## src/rtl/safc_pkg.sv

```systemverilog
// Package: shared types and constants for the segment allocator.
`default_nettype none
package safc_pkg;
  localparam int unsigned MaxSegmentsDefault = 16;
  localparam int unsigned AddrBitsDefault    = 16;
  localparam int unsigned SizeW  = 17;
  localparam int unsigned FuncW  = 2;
  localparam int unsigned IdW    = 4;
  localparam int unsigned StatW  = 2;
  localparam int unsigned UsersW = 8;
  localparam int unsigned OutAddrW = 16;

  localparam logic [FuncW-1:0] FuncAlloc   = 2'd0;
  localparam logic [FuncW-1:0] FuncAttach  = 2'd1;
  localparam logic [FuncW-1:0] FuncRelease = 2'd2;
  localparam logic [FuncW-1:0] FuncCompact = 2'd3;

  localparam logic [StatW-1:0] StatOk        = 2'd0;
  localparam logic [StatW-1:0] StatNoSpace   = 2'd1;
  localparam logic [StatW-1:0] StatUnknown   = 2'd2;
  localparam logic [StatW-1:0] StatTableFull = 2'd3;

  // Per-cycle command broadcast to every cell in the chain.
  typedef struct packed {
    logic shift_up;    // take entry from lower neighbor
    logic shift_down;  // take entry from upper neighbor
    logic load_new;    // load the new entry at the insert slot
    logic rebase;      // take base from the running compaction address
  } cell_cmd_t;
endpackage
`default_nettype wire

```

## src/rtl/safc_cell.sv

```systemverilog
// Module: one slot of the address-sorted segment list.
`default_nettype none
module safc_cell
  import safc_pkg::*;
#(
  parameter int unsigned NumW  = 4,
  parameter int unsigned BaseW = 16
) (
  input  wire logic             clk_i,
  input  wire cell_cmd_t        cmd_i,
  input  wire logic             sel_i,   // this slot is the target of the command
  input  wire logic             above_i, // this slot lies above the target
  input  wire logic [NumW-1:0]  lo_num_i,
  input  wire logic [BaseW-1:0] lo_base_i,
  input  wire logic [SizeW-1:0] lo_len_i,
  input  wire logic [NumW-1:0]  hi_num_i,
  input  wire logic [BaseW-1:0] hi_base_i,
  input  wire logic [SizeW-1:0] hi_len_i,
  input  wire logic [NumW-1:0]  new_num_i,
  input  wire logic [BaseW-1:0] new_base_i,
  input  wire logic [SizeW-1:0] new_len_i,
  output logic      [NumW-1:0]  num_o,
  output logic      [BaseW-1:0] base_o,
  output logic      [SizeW-1:0] len_o
);
  logic [NumW-1:0]  num_q;
  logic [BaseW-1:0] base_q;
  logic [SizeW-1:0] len_q;

  always_ff @(posedge clk_i) begin
    if (cmd_i.load_new && sel_i) begin
      num_q <= new_num_i; base_q <= new_base_i; len_q <= new_len_i;
    end else if (cmd_i.shift_up && above_i) begin
      num_q <= lo_num_i; base_q <= lo_base_i; len_q <= lo_len_i;
    end else if (cmd_i.shift_down && (sel_i || above_i)) begin
      num_q <= hi_num_i; base_q <= hi_base_i; len_q <= hi_len_i;
    end else if (cmd_i.rebase && sel_i) begin
      base_q <= new_base_i;
    end
  end

  assign num_o  = num_q;
  assign base_o = base_q;
  assign len_o  = len_q;
endmodule
`default_nettype wire

```

## src/rtl/segment_allocator_first_fit_compact.sv

```systemverilog
// Top level: first-fit segment allocator with compaction over a chain of list cells.
// Operation: attach and release walk the list one slot per cycle until the matching entry;
//   compact rebases each entry in turn from the running address; allocate walks the free
//   numbers, scans for a gap, then inserts the entry or runs a compaction walk.
// Throughput: one transaction at a time; the next is taken once the result is consumed and,
//   after a freeing release, the list shift is done.
// Reset: rst_ni low clears the list count, in-use bits and user counts; memory_size gets 65536.
`default_nettype none
module segment_allocator_first_fit_compact
  import safc_pkg::*;
#(
  parameter int unsigned MAX_SEGMENTS = MaxSegmentsDefault,
  parameter int unsigned ADDR_BITS    = AddrBitsDefault
) (
  input  wire logic              clk_i,
  input  wire logic              rst_ni,
  input  wire logic              cfg_we_i,
  input  wire logic [SizeW-1:0]  cfg_wdata_i,
  input  wire logic              in_valid_i,
  output logic                   in_ready_o,
  input  wire logic [FuncW-1:0]  func_i,
  input  wire logic [SizeW-1:0]  request_size_i,
  input  wire logic [IdW-1:0]    segment_id_i,
  output logic                   out_valid_o,
  input  wire logic              out_ready_i,
  output logic [StatW-1:0]       status_o,
  output logic [IdW-1:0]         result_segment_o,
  output logic [OutAddrW-1:0]    result_address_o,
  output logic [UsersW-1:0]      users_now_o
);
  localparam int unsigned NumW  = $clog2(MAX_SEGMENTS);
  localparam int unsigned CntW  = $clog2(MAX_SEGMENTS + 1);
  localparam int unsigned BaseW = ADDR_BITS;
  localparam int unsigned WideW = ADDR_BITS + 2;
  localparam logic [WideW-1:0] AddrCap = WideW'(1) << ADDR_BITS;

  typedef enum logic [6:0] {
    StIdle    = 7'b0000001,
    StFreeNum = 7'b0000010,
    StScan    = 7'b0000100,
    StShift   = 7'b0001000,
    StCompact = 7'b0010000,
    StFind    = 7'b0100000,
    StRemove  = 7'b1000000
  } state_e;

  state_e state_q, state_d;

  // Configuration.
  logic [SizeW-1:0] mem_size_q;
  always_ff @(posedge clk_i or negedge rst_ni) begin
    if (!rst_ni) mem_size_q <= SizeW'(65536);
    else if (cfg_we_i) mem_size_q <= cfg_wdata_i;
  end

  // Limit is memory_size saturated at 2^ADDR_BITS.
  logic [WideW-1:0] limit;
  always_comb begin
    limit = (WideW'(mem_size_q) < AddrCap) ? WideW'(mem_size_q) : AddrCap;
  end

  // Latched transaction.
  logic [FuncW-1:0] func_q;
  logic [SizeW-1:0] size_q;
  logic [IdW-1:0]   id_q;
  logic [NumW-1:0]  id_idx;      // segment number sized to index the number tables
  assign id_idx = NumW'(id_q);

  // Control registers.
  logic [CntW-1:0]  count_q;
  logic [CntW-1:0]  idx_q;       // walk pointer
  logic [NumW-1:0]  num_q;       // free-number search / new number
  logic [WideW-1:0] run_q;       // running address (gap start or compaction base)
  logic [MAX_SEGMENTS-1:0] in_use_q;
  logic [UsersW-1:0] users_q [MAX_SEGMENTS];
  logic [NumW-1:0]  hit_q;       // slot found for release

  // Result register.
  logic             out_valid_q;
  logic [StatW-1:0] st_q;
  logic [IdW-1:0]   rseg_q;
  logic [OutAddrW-1:0] raddr_q;
  logic [UsersW-1:0] rusers_q;

  // Cell chain wiring.
  logic [NumW-1:0]  c_num  [MAX_SEGMENTS];
  logic [BaseW-1:0] c_base [MAX_SEGMENTS];
  logic [SizeW-1:0] c_len  [MAX_SEGMENTS];
  cell_cmd_t        cmd;
  logic [NumW-1:0]  tgt;
  logic [BaseW-1:0] new_base;

  // Current cell at the walk pointer.
  logic [NumW-1:0]  cur_num;
  logic [BaseW-1:0] cur_base;
  logic [SizeW-1:0] cur_len;
  logic             at_end;
  always_comb begin
    cur_num  = c_num[idx_q[NumW-1:0]];
    cur_base = c_base[idx_q[NumW-1:0]];
    cur_len  = c_len[idx_q[NumW-1:0]];
    at_end   = (idx_q >= count_q);
  end

  for (genvar g = 0; g < MAX_SEGMENTS; g++) begin : g_cell
    localparam int unsigned Lo = (g == 0) ? 0 : g - 1;
    localparam int unsigned Hi = (g == MAX_SEGMENTS - 1) ? g : g + 1;
    safc_cell #(.NumW(NumW), .BaseW(BaseW)) u_cell (
      .clk_i     (clk_i),
      .cmd_i     (cmd),
      .sel_i     (tgt == NumW'(g)),
      .above_i   (NumW'(g) > tgt),
      .lo_num_i  (c_num[Lo]),
      .lo_base_i (c_base[Lo]),
      .lo_len_i  (c_len[Lo]),
      .hi_num_i  (c_num[Hi]),
      .hi_base_i (c_base[Hi]),
      .hi_len_i  (c_len[Hi]),
      .new_num_i (num_q),
      .new_base_i(new_base),
      .new_len_i (size_q),
      .num_o     (c_num[g]),
      .base_o    (c_base[g]),
      .len_o     (c_len[g])
    );
  end

  // Gap test at the current cell: does the request fit below it?
  logic [WideW-1:0] fit_end;
  logic [WideW-1:0] cur_end;
  always_comb begin
    fit_end = run_q + WideW'(size_q);
    cur_end = WideW'(cur_base) + WideW'(cur_len);
  end

  assign in_ready_o = (state_q == StIdle) && !out_valid_q;

  // Sequencer.
  logic             emit;
  logic [StatW-1:0] e_st;
  logic [IdW-1:0]   e_seg;
  logic [OutAddrW-1:0] e_addr;
  logic [UsersW-1:0] e_users;
  logic             go_compact;

  always_comb begin
    state_d = state_q;
    cmd = '0;
    tgt = idx_q[NumW-1:0];
    new_base = run_q[BaseW-1:0];
    emit = 1'b0;
    e_st = StatOk; e_seg = '0; e_addr = '0; e_users = '0;
    go_compact = 1'b0;
    unique case (state_q)
      StIdle: begin
        if (in_valid_i && in_ready_o) begin
          unique case (func_i)
            FuncAlloc:   state_d = StFreeNum;
            FuncCompact: state_d = StCompact;
            default:     state_d = StFind;
          endcase
        end
      end
      StFreeNum: begin
        // Walk one segment number per cycle for the lowest free one.
        if (!in_use_q[num_q]) begin
          if (count_q >= CntW'(MAX_SEGMENTS)) begin
            emit = 1'b1; e_st = StatTableFull; state_d = StIdle;
          end else if (size_q == '0) begin
            go_compact = 1'b1; state_d = StCompact;
          end else begin
            state_d = StScan;
          end
        end else if (num_q == NumW'(MAX_SEGMENTS - 1)) begin
          emit = 1'b1; e_st = StatTableFull; state_d = StIdle;
        end
      end
      StScan: begin
        // First fit: stop at the first cell whose base clears the gap.
        if (at_end || (WideW'(cur_base) >= fit_end)) begin
          if (fit_end > limit) begin
            go_compact = 1'b1; state_d = StCompact;
          end else begin
            state_d = StShift;
          end
        end
      end
      StShift: begin
        // Open the slot at the insert point and load the new entry into it in one move.
        cmd.shift_up = 1'b1;
        cmd.load_new = 1'b1;
        emit = 1'b1; e_st = StatOk; e_seg = IdW'(num_q);
        e_addr = OutAddrW'(run_q); e_users = UsersW'(1);
        state_d = StIdle;
      end
      StCompact: begin
        // Rebase one cell per cycle from the running address.
        if (at_end || idx_q >= CntW'(MAX_SEGMENTS)) begin
          emit = 1'b1;
          e_st = (func_q == FuncAlloc) ? StatNoSpace : StatOk;
          state_d = StIdle;
        end else begin
          cmd.rebase = 1'b1;
        end
      end
      StFind: begin
        if (!in_use_q[id_idx] || (32'(id_q) >= MAX_SEGMENTS) || at_end) begin
          emit = 1'b1; e_st = StatUnknown; e_seg = id_q; state_d = StIdle;
        end else if (cur_num == id_idx) begin
          e_seg = id_q; e_addr = OutAddrW'(cur_base);
          if (func_q == FuncAttach) begin
            emit = 1'b1;
            if (users_q[id_idx] == '1) begin
              e_st = StatTableFull; e_users = '1;
            end else begin
              e_users = users_q[id_idx] + UsersW'(1);
            end
            state_d = StIdle;
          end else if (users_q[id_idx] > UsersW'(1)) begin
            emit = 1'b1;
            e_users = users_q[id_idx] - UsersW'(1);
            state_d = StIdle;
          end else begin
            emit = 1'b1; e_users = '0;
            state_d = StRemove;
          end
        end
      end
      StRemove: begin
        // Close the gap: every cell from the hit slot up takes its upper neighbor.
        tgt = hit_q;
        cmd.shift_down = 1'b1;
        state_d = StIdle;
      end
      default: state_d = StIdle;
    endcase
  end

  always_ff @(posedge clk_i or negedge rst_ni) begin
    if (!rst_ni) begin
      state_q <= StIdle;
      count_q <= '0;
      idx_q <= '0;
      num_q <= '0;
      run_q <= '0;
      hit_q <= '0;
      in_use_q <= '0;
      for (int i = 0; i < MAX_SEGMENTS; i++) users_q[i] <= '0;
      out_valid_q <= 1'b0;
    end else begin
      state_q <= state_d;
      if (emit) out_valid_q <= 1'b1;
      else if (out_valid_q && out_ready_i) out_valid_q <= 1'b0;
      unique case (state_q)
        StIdle: begin
          idx_q <= '0; num_q <= '0; run_q <= '0;
        end
        StFreeNum: begin
          if (in_use_q[num_q] && num_q != NumW'(MAX_SEGMENTS - 1)) num_q <= num_q + NumW'(1);
          if (go_compact) begin
            idx_q <= '0; run_q <= '0;
          end
        end
        StScan: begin
          if (go_compact) begin
            idx_q <= '0; run_q <= '0;
          end else if (!(at_end || (WideW'(cur_base) >= fit_end))) begin
            run_q <= cur_end; idx_q <= idx_q + CntW'(1);
          end
        end
        StShift: begin
          count_q <= count_q + CntW'(1);
          in_use_q[num_q] <= 1'b1;
          users_q[num_q] <= UsersW'(1);
        end
        StCompact: begin
          if (!(at_end || idx_q >= CntW'(MAX_SEGMENTS))) begin
            run_q <= run_q + WideW'(cur_len);
            idx_q <= idx_q + CntW'(1);
          end
        end
        StFind: begin
          if (emit) begin
            if (e_st == StatOk) users_q[id_idx] <= e_users;
            if (state_d == StRemove) begin
              hit_q <= idx_q[NumW-1:0];
              in_use_q[id_idx] <= 1'b0;
            end
          end else begin
            idx_q <= idx_q + CntW'(1);
          end
        end
        StRemove: count_q <= count_q - CntW'(1);
        default: ;
      endcase
    end
  end

  // Payload registers: transaction fields and result.
  always_ff @(posedge clk_i) begin
    if (in_valid_i && in_ready_o) begin
      func_q <= func_i; size_q <= request_size_i; id_q <= segment_id_i;
    end
    if (emit) begin
      st_q <= e_st; rseg_q <= e_seg; raddr_q <= e_addr; rusers_q <= e_users;
    end
  end

  assign out_valid_o      = out_valid_q;
  assign status_o         = st_q;
  assign result_segment_o = rseg_q;
  assign result_address_o = raddr_q;
  assign users_now_o      = rusers_q;
endmodule
`default_nettype wire

```

## config.mk

```make
export PLATFORM = sky130hd
export DESIGN_NAME = segment_allocator_first_fit_compact
export DESIGN_NICKNAME = d
export VERILOG_FILES = /design/src/rtl/safc_pkg.sv /design/src/rtl/safc_cell.sv /design/src/rtl/segment_allocator_first_fit_compact.sv
export SDC_FILE = /design/constraint.sdc
export NUM_CORES = 2
export LEC_CHECK = 0
export ABC_AREA = 1
export BUFFER_PORTS_ARGS = -buffer_cell sky130_fd_sc_hd__buf_2
export CORE_MARGIN = 3
export CORE_UTILIZATION = 40
export CTS_CLUSTER_DIAMETER = 30
export CTS_CLUSTER_SIZE = 14
export DETAILED_ROUTE_END_ITERATION = 8
export MAX_ROUTING_LAYER = met4
export SLEW_MARGIN = 20
export SYNTH_ARGS = -nofsm -noshare
export SYNTH_HDL_FRONTEND = slang
export SYNTH_HIERARCHICAL = 1
export SYNTH_SLANG_ARGS = --single-unit
```

## constraint.sdc

```tcl
create_clock -name clk_i -period 5.7 [get_ports clk_i]
set_input_delay 0.855 -clock clk_i [delete_from_list [all_inputs] [get_ports clk_i]]
set_output_delay 0.855 -clock clk_i [all_outputs]
set_load 0.02 [all_outputs]
```

==> impl_metrics.py <==
metrics = {
    "worst_setup_path": {
        "r2r-start": "idx_q[0]",
        "cp_data_arrival_time_ps": 6140,
        "cp_data_required_time_ps": 6480,
        "path_class": "flip-flop to flip-flop",
        "crit_start": "idx_q[0]",
        "cp-end-kind": "flip-flop",
        "crit_fanout": 46,
        "cp-start-kind": "flip-flop",
    },
    "yosys": {
        "synth_top_family_by_area": "simple AND/OR/NAND/NOR gates",
        "synth_area_leaders": "edfxtp_1, nand2_1, nand3_1",
        "syn_avg_cell_area_um2": 7.13,
        "ys_warn_count": 6,
        "muxShareOfSynthArea_pct": 0.241,
        "syn_area_um2": 60800,
        "synthSimpleGateAreaFrac_pct": 32.8,
        "synth-seq-cells": 850,
        "synth_top_area_share_pct": 31.9,
        "yosysMostFrequentCell": "nand2_1",
        "synth_xor_area_share_pct": 0.663,
        "synth-compound-area-share_pct": 12.2,
        "synth_fa_ha_area_share_pct": 2.13,
        "synthTopCellsByCount": "nand2_1, inv_1, nand3_1",
        "synth_flop_cell": "edfxtp_1",
        "synth_edf_count": 645,
        "yosysSeqAreaShare_pct": 40.3,
        "synth_async_sr_flop_share_pct": 24.1,
        "synthCells": 8526,
        "yosysTopAreaCell": "edfxtp_1",
        "ys_types": 67,
    },
    "power": {
        "swShare_pct": 28.9,
        "p_leak_nw": 34.2,
        "clockPowerShare_pct": 57.9,
        "powerDensity_nw_per_um2": 368,
        "power_mw": 26.3,
        "power.internal_mw": 18.7,
        "p_seq_share_pct": 26.5,
        "power_switching_mw": 7.61,
        "combPwrFrac_pct": 15.6,
        "peakVddDrop_mv": 0.362,
    },
    "clock_network": {
        "ctsResizeCount": 0,
        "cts_root_buf": "clkbuf_16",
        "cts.clk_slew.worst_paths_ps": 40,
        "cts_buffers": 285,
        "postCtsSetupRepairBufs": 0,
        "h-tree-depth": 5,
        "cts_tree": "built",
        "clkSinkCount": 850,
        "insertion_delay_ps": 910,
        "cts.path.max_buffers": 4,
    },
    "placed_design": {
        "dp_cells": 10300,
        "dp.final_hpwl_mm": 166,
        "gp_congestion": 0.954,
        "dp_slack_ps": 458,
        "io_buffers": 76,
    },
    "timing": {
        "setup_viol": 0,
        "worst_slew_margin_rel_pct": 18.4,
        "fin_crit_ps": 5370,
        "worst_pin_slew_ps": 1220,
        "rsz0062_at_grt": "false",
        "fin_ws_ps": 332,
        "hold_viol": 0,
        "fin_skew_ps": 68.0,
        "setup_tns_ps": 0,
        "fin_crit_sh_pct": 94.2,
        "fmax_ghz": 0.186,
        "finalMaxSlewViolations": 0,
    },
    "route": {
        "viasPerCell": 5.87,
        "dr.pass1.iters": 6,
        "route.detailed.drc": 0,
        "drtIter0Drc": 8530,
        "wire_per_inst_um": 23.3,
        "postRouteWirelength_mm": 251,
        "ant_nets": 0,
        "vias": 63400,
    },
    "die": {
        "dieWidth_um": 396,
        "core_area_um2": 150000,
        "rows": 142,
        "die_area_um2": 157000,
        "die_h_um": 396,
        "initial_core_util_pct": 40.4,
        "pin_count": 77,
    },
    "finish": {
        "fin_util_pct": 47.7,
        "fillers": 14800,
        "layout-drive-gt1-share_pct": 10.2,
        "area_growth_pct": 17.9,
        "finish.net_count": 8709,
        "stdcell_count": 10800,
    },
    "outcome": {
        "outcome": "complete, no violations",
    },
    "global_routing": {
        "first_global_vias": 59800,
        "antenna_found_initial": 9,
        "grt_max_degree": 233,
        "grt_pass1_wl_mm": 375,
        "grtUsageTotal_pct": 31.8,
        "overflow": 0,
    },
    "job": {
        "cap_viol_max_count": 0,
    },
    "worst_hold_path": {
        "worstHoldPathType": "primary input to flip-flop",
        "min_from": "request_size_i[16]",
    },
}
==> placed cells by master, fill, tap and decap left out, drive strengths merged, types with 4 or more instances in the layout <==
| master | count |
|---|---|
| a22o | 13 |
| o21ai | 620 |
| edfxtp | 645 |
| nand2 | 2172 |
| nor2 | 989 |
| clkinv | 90 |
| nand3b | 18 |
| o21bai | 6 |
| or2 | 6 |
| o21a | 15 |
| bufinv | 33 |
| o22ai | 105 |
| inv | 1149 |
| xnor2 | 15 |
| a22oi | 72 |
| diode | 14 |
| buf | 247 |
| o221ai | 56 |
| nand3 | 1051 |
| nor3 | 16 |
| clkinvlp | 11 |
| dfrtp | 203 |
| nor4 | 9 |
| a21oi | 364 |
| o211ai | 21 |
| ha | 97 |
| nand4 | 313 |
| mux2 | 13 |
| clkbuf | 358 |
| fa | 4 |
| xor2 | 31 |
==> cell type report <==
| type | instances | area [um^2] | share of cell area [%] |
|---|---|---|---|
| clock inverter | 136 | 1520 | 2.13 |
| antenna | 14 | 35.0 | 0.0489 |
| clock buffer | 358 | 7710 | 10.8 |
| tap | 2016 | 2520 | 3.52 |
| multi-input combinational | 6031 | 29200 | 40.8 |
| sequential | 850 | 24500 | 34.2 |
| inverter | 1147 | 4330 | 6.04 |
| timing repair buffer | 248 | 1830 | 2.56 |
==> worst paths after layout <==
path	end	slack, ps	cells after the start
max	idx_q[1]	330	25
min	size_q[16]	130	1
max reg2reg	idx_q[1]	330	25
min reg2reg	hit_q[1]	480	2
max in group asynchronous	mem_size_q[0]	3890	3
min in group asynchronous	users_q[105]	530	2
==> sequential cells by signal (all words and copies together), names as in the netlist, 4 cells and up <==
name / cells
result_segment_o: 4
mem_size_q: 17
g_cell.u_cell/base_o: 256
id_idx: 4
run_q: 18
g_cell.u_cell/num_o: 64
count_q: 5
users_now_o: 8
g_cell.u_cell/len_o: 272
num_q: 4
size_q: 17
result_address_o: 16
users_q: 128
hit_q: 4
state_q: 7
in_use_q: 16
idx_q: 5
==> worst max-delay path, cell delays in order, from the launching register on <==
cell and delay (ps):
dfrtp_4 580, inv_8 160, o21ai_0 240, o22ai_1 140
o211ai_1 490, nand3_1 520, ha_1 470, nand2_1 90
nor2_1 60, nand2_1 60, o21ai_0 80, nor2_1 100
nand2_1 70, nand2_1 60, nand3_1 70, nand3_1 90
nand2_1 80, nand2_1 70, nand2_1 40, nand2_1 110
nand2_1 110, nand2_1 280, nand3_1 550, nand2_1 390
nand2_1 100, o21ai_0 210
==> timing repair <==
item | 4_1_cts | 5_1_grt
setup endpoints to repair | 0 | 0
hold buffers | 1 | 0
endpoints found under the hold margin | 74 | 0
==> stage by stage <==
| step | instance area, um^2 | hold slack, ps |
|---|---|---|
| 6_report | 71700 | 126 |
| 4_1_cts | 71600 | 73.1 |
| 3_3_place_gp | 62400 | 467 |
| 2_1_floorplan | 60800 | 448 |
| 5_1_grt | 71700 | 107 |
| 3_5_place_dp | 62400 | 469 |
==> cell families after synthesis <==
logic type,Yosys count
AO/OA/AOI/OAI,1289
XOR/XNOR,46
adder cells (fa/ha/maj),101
buffers and inverters,1647
flip-flops,850
multiplexers,13
other,1
AND/OR/NAND/NOR,4579
==> power by group through the flow <==
stage	logic (mW)	clock network [mW]	registers [mW]
after CTS	4.00	15.4	6.98
after detailed placement	3.98	0	7.08
final	4.10	15.3	6.98
after floorplan	2.39	0	7.10
after global routing	4.40	15.8	6.98
after global placement	3.97	0	7.07
==> per-layer routing <==
metal,global-route usage [%],part of all wire [%],vias to the layer above
met5,-,0,-
met4,19.5,7.0,0
met3,6.15,11,930
met2,47.8,44,4037
met1,39.7,38,29900
li1,-,-,28500
No activity file was read; power rests on OpenSTA's default activity.
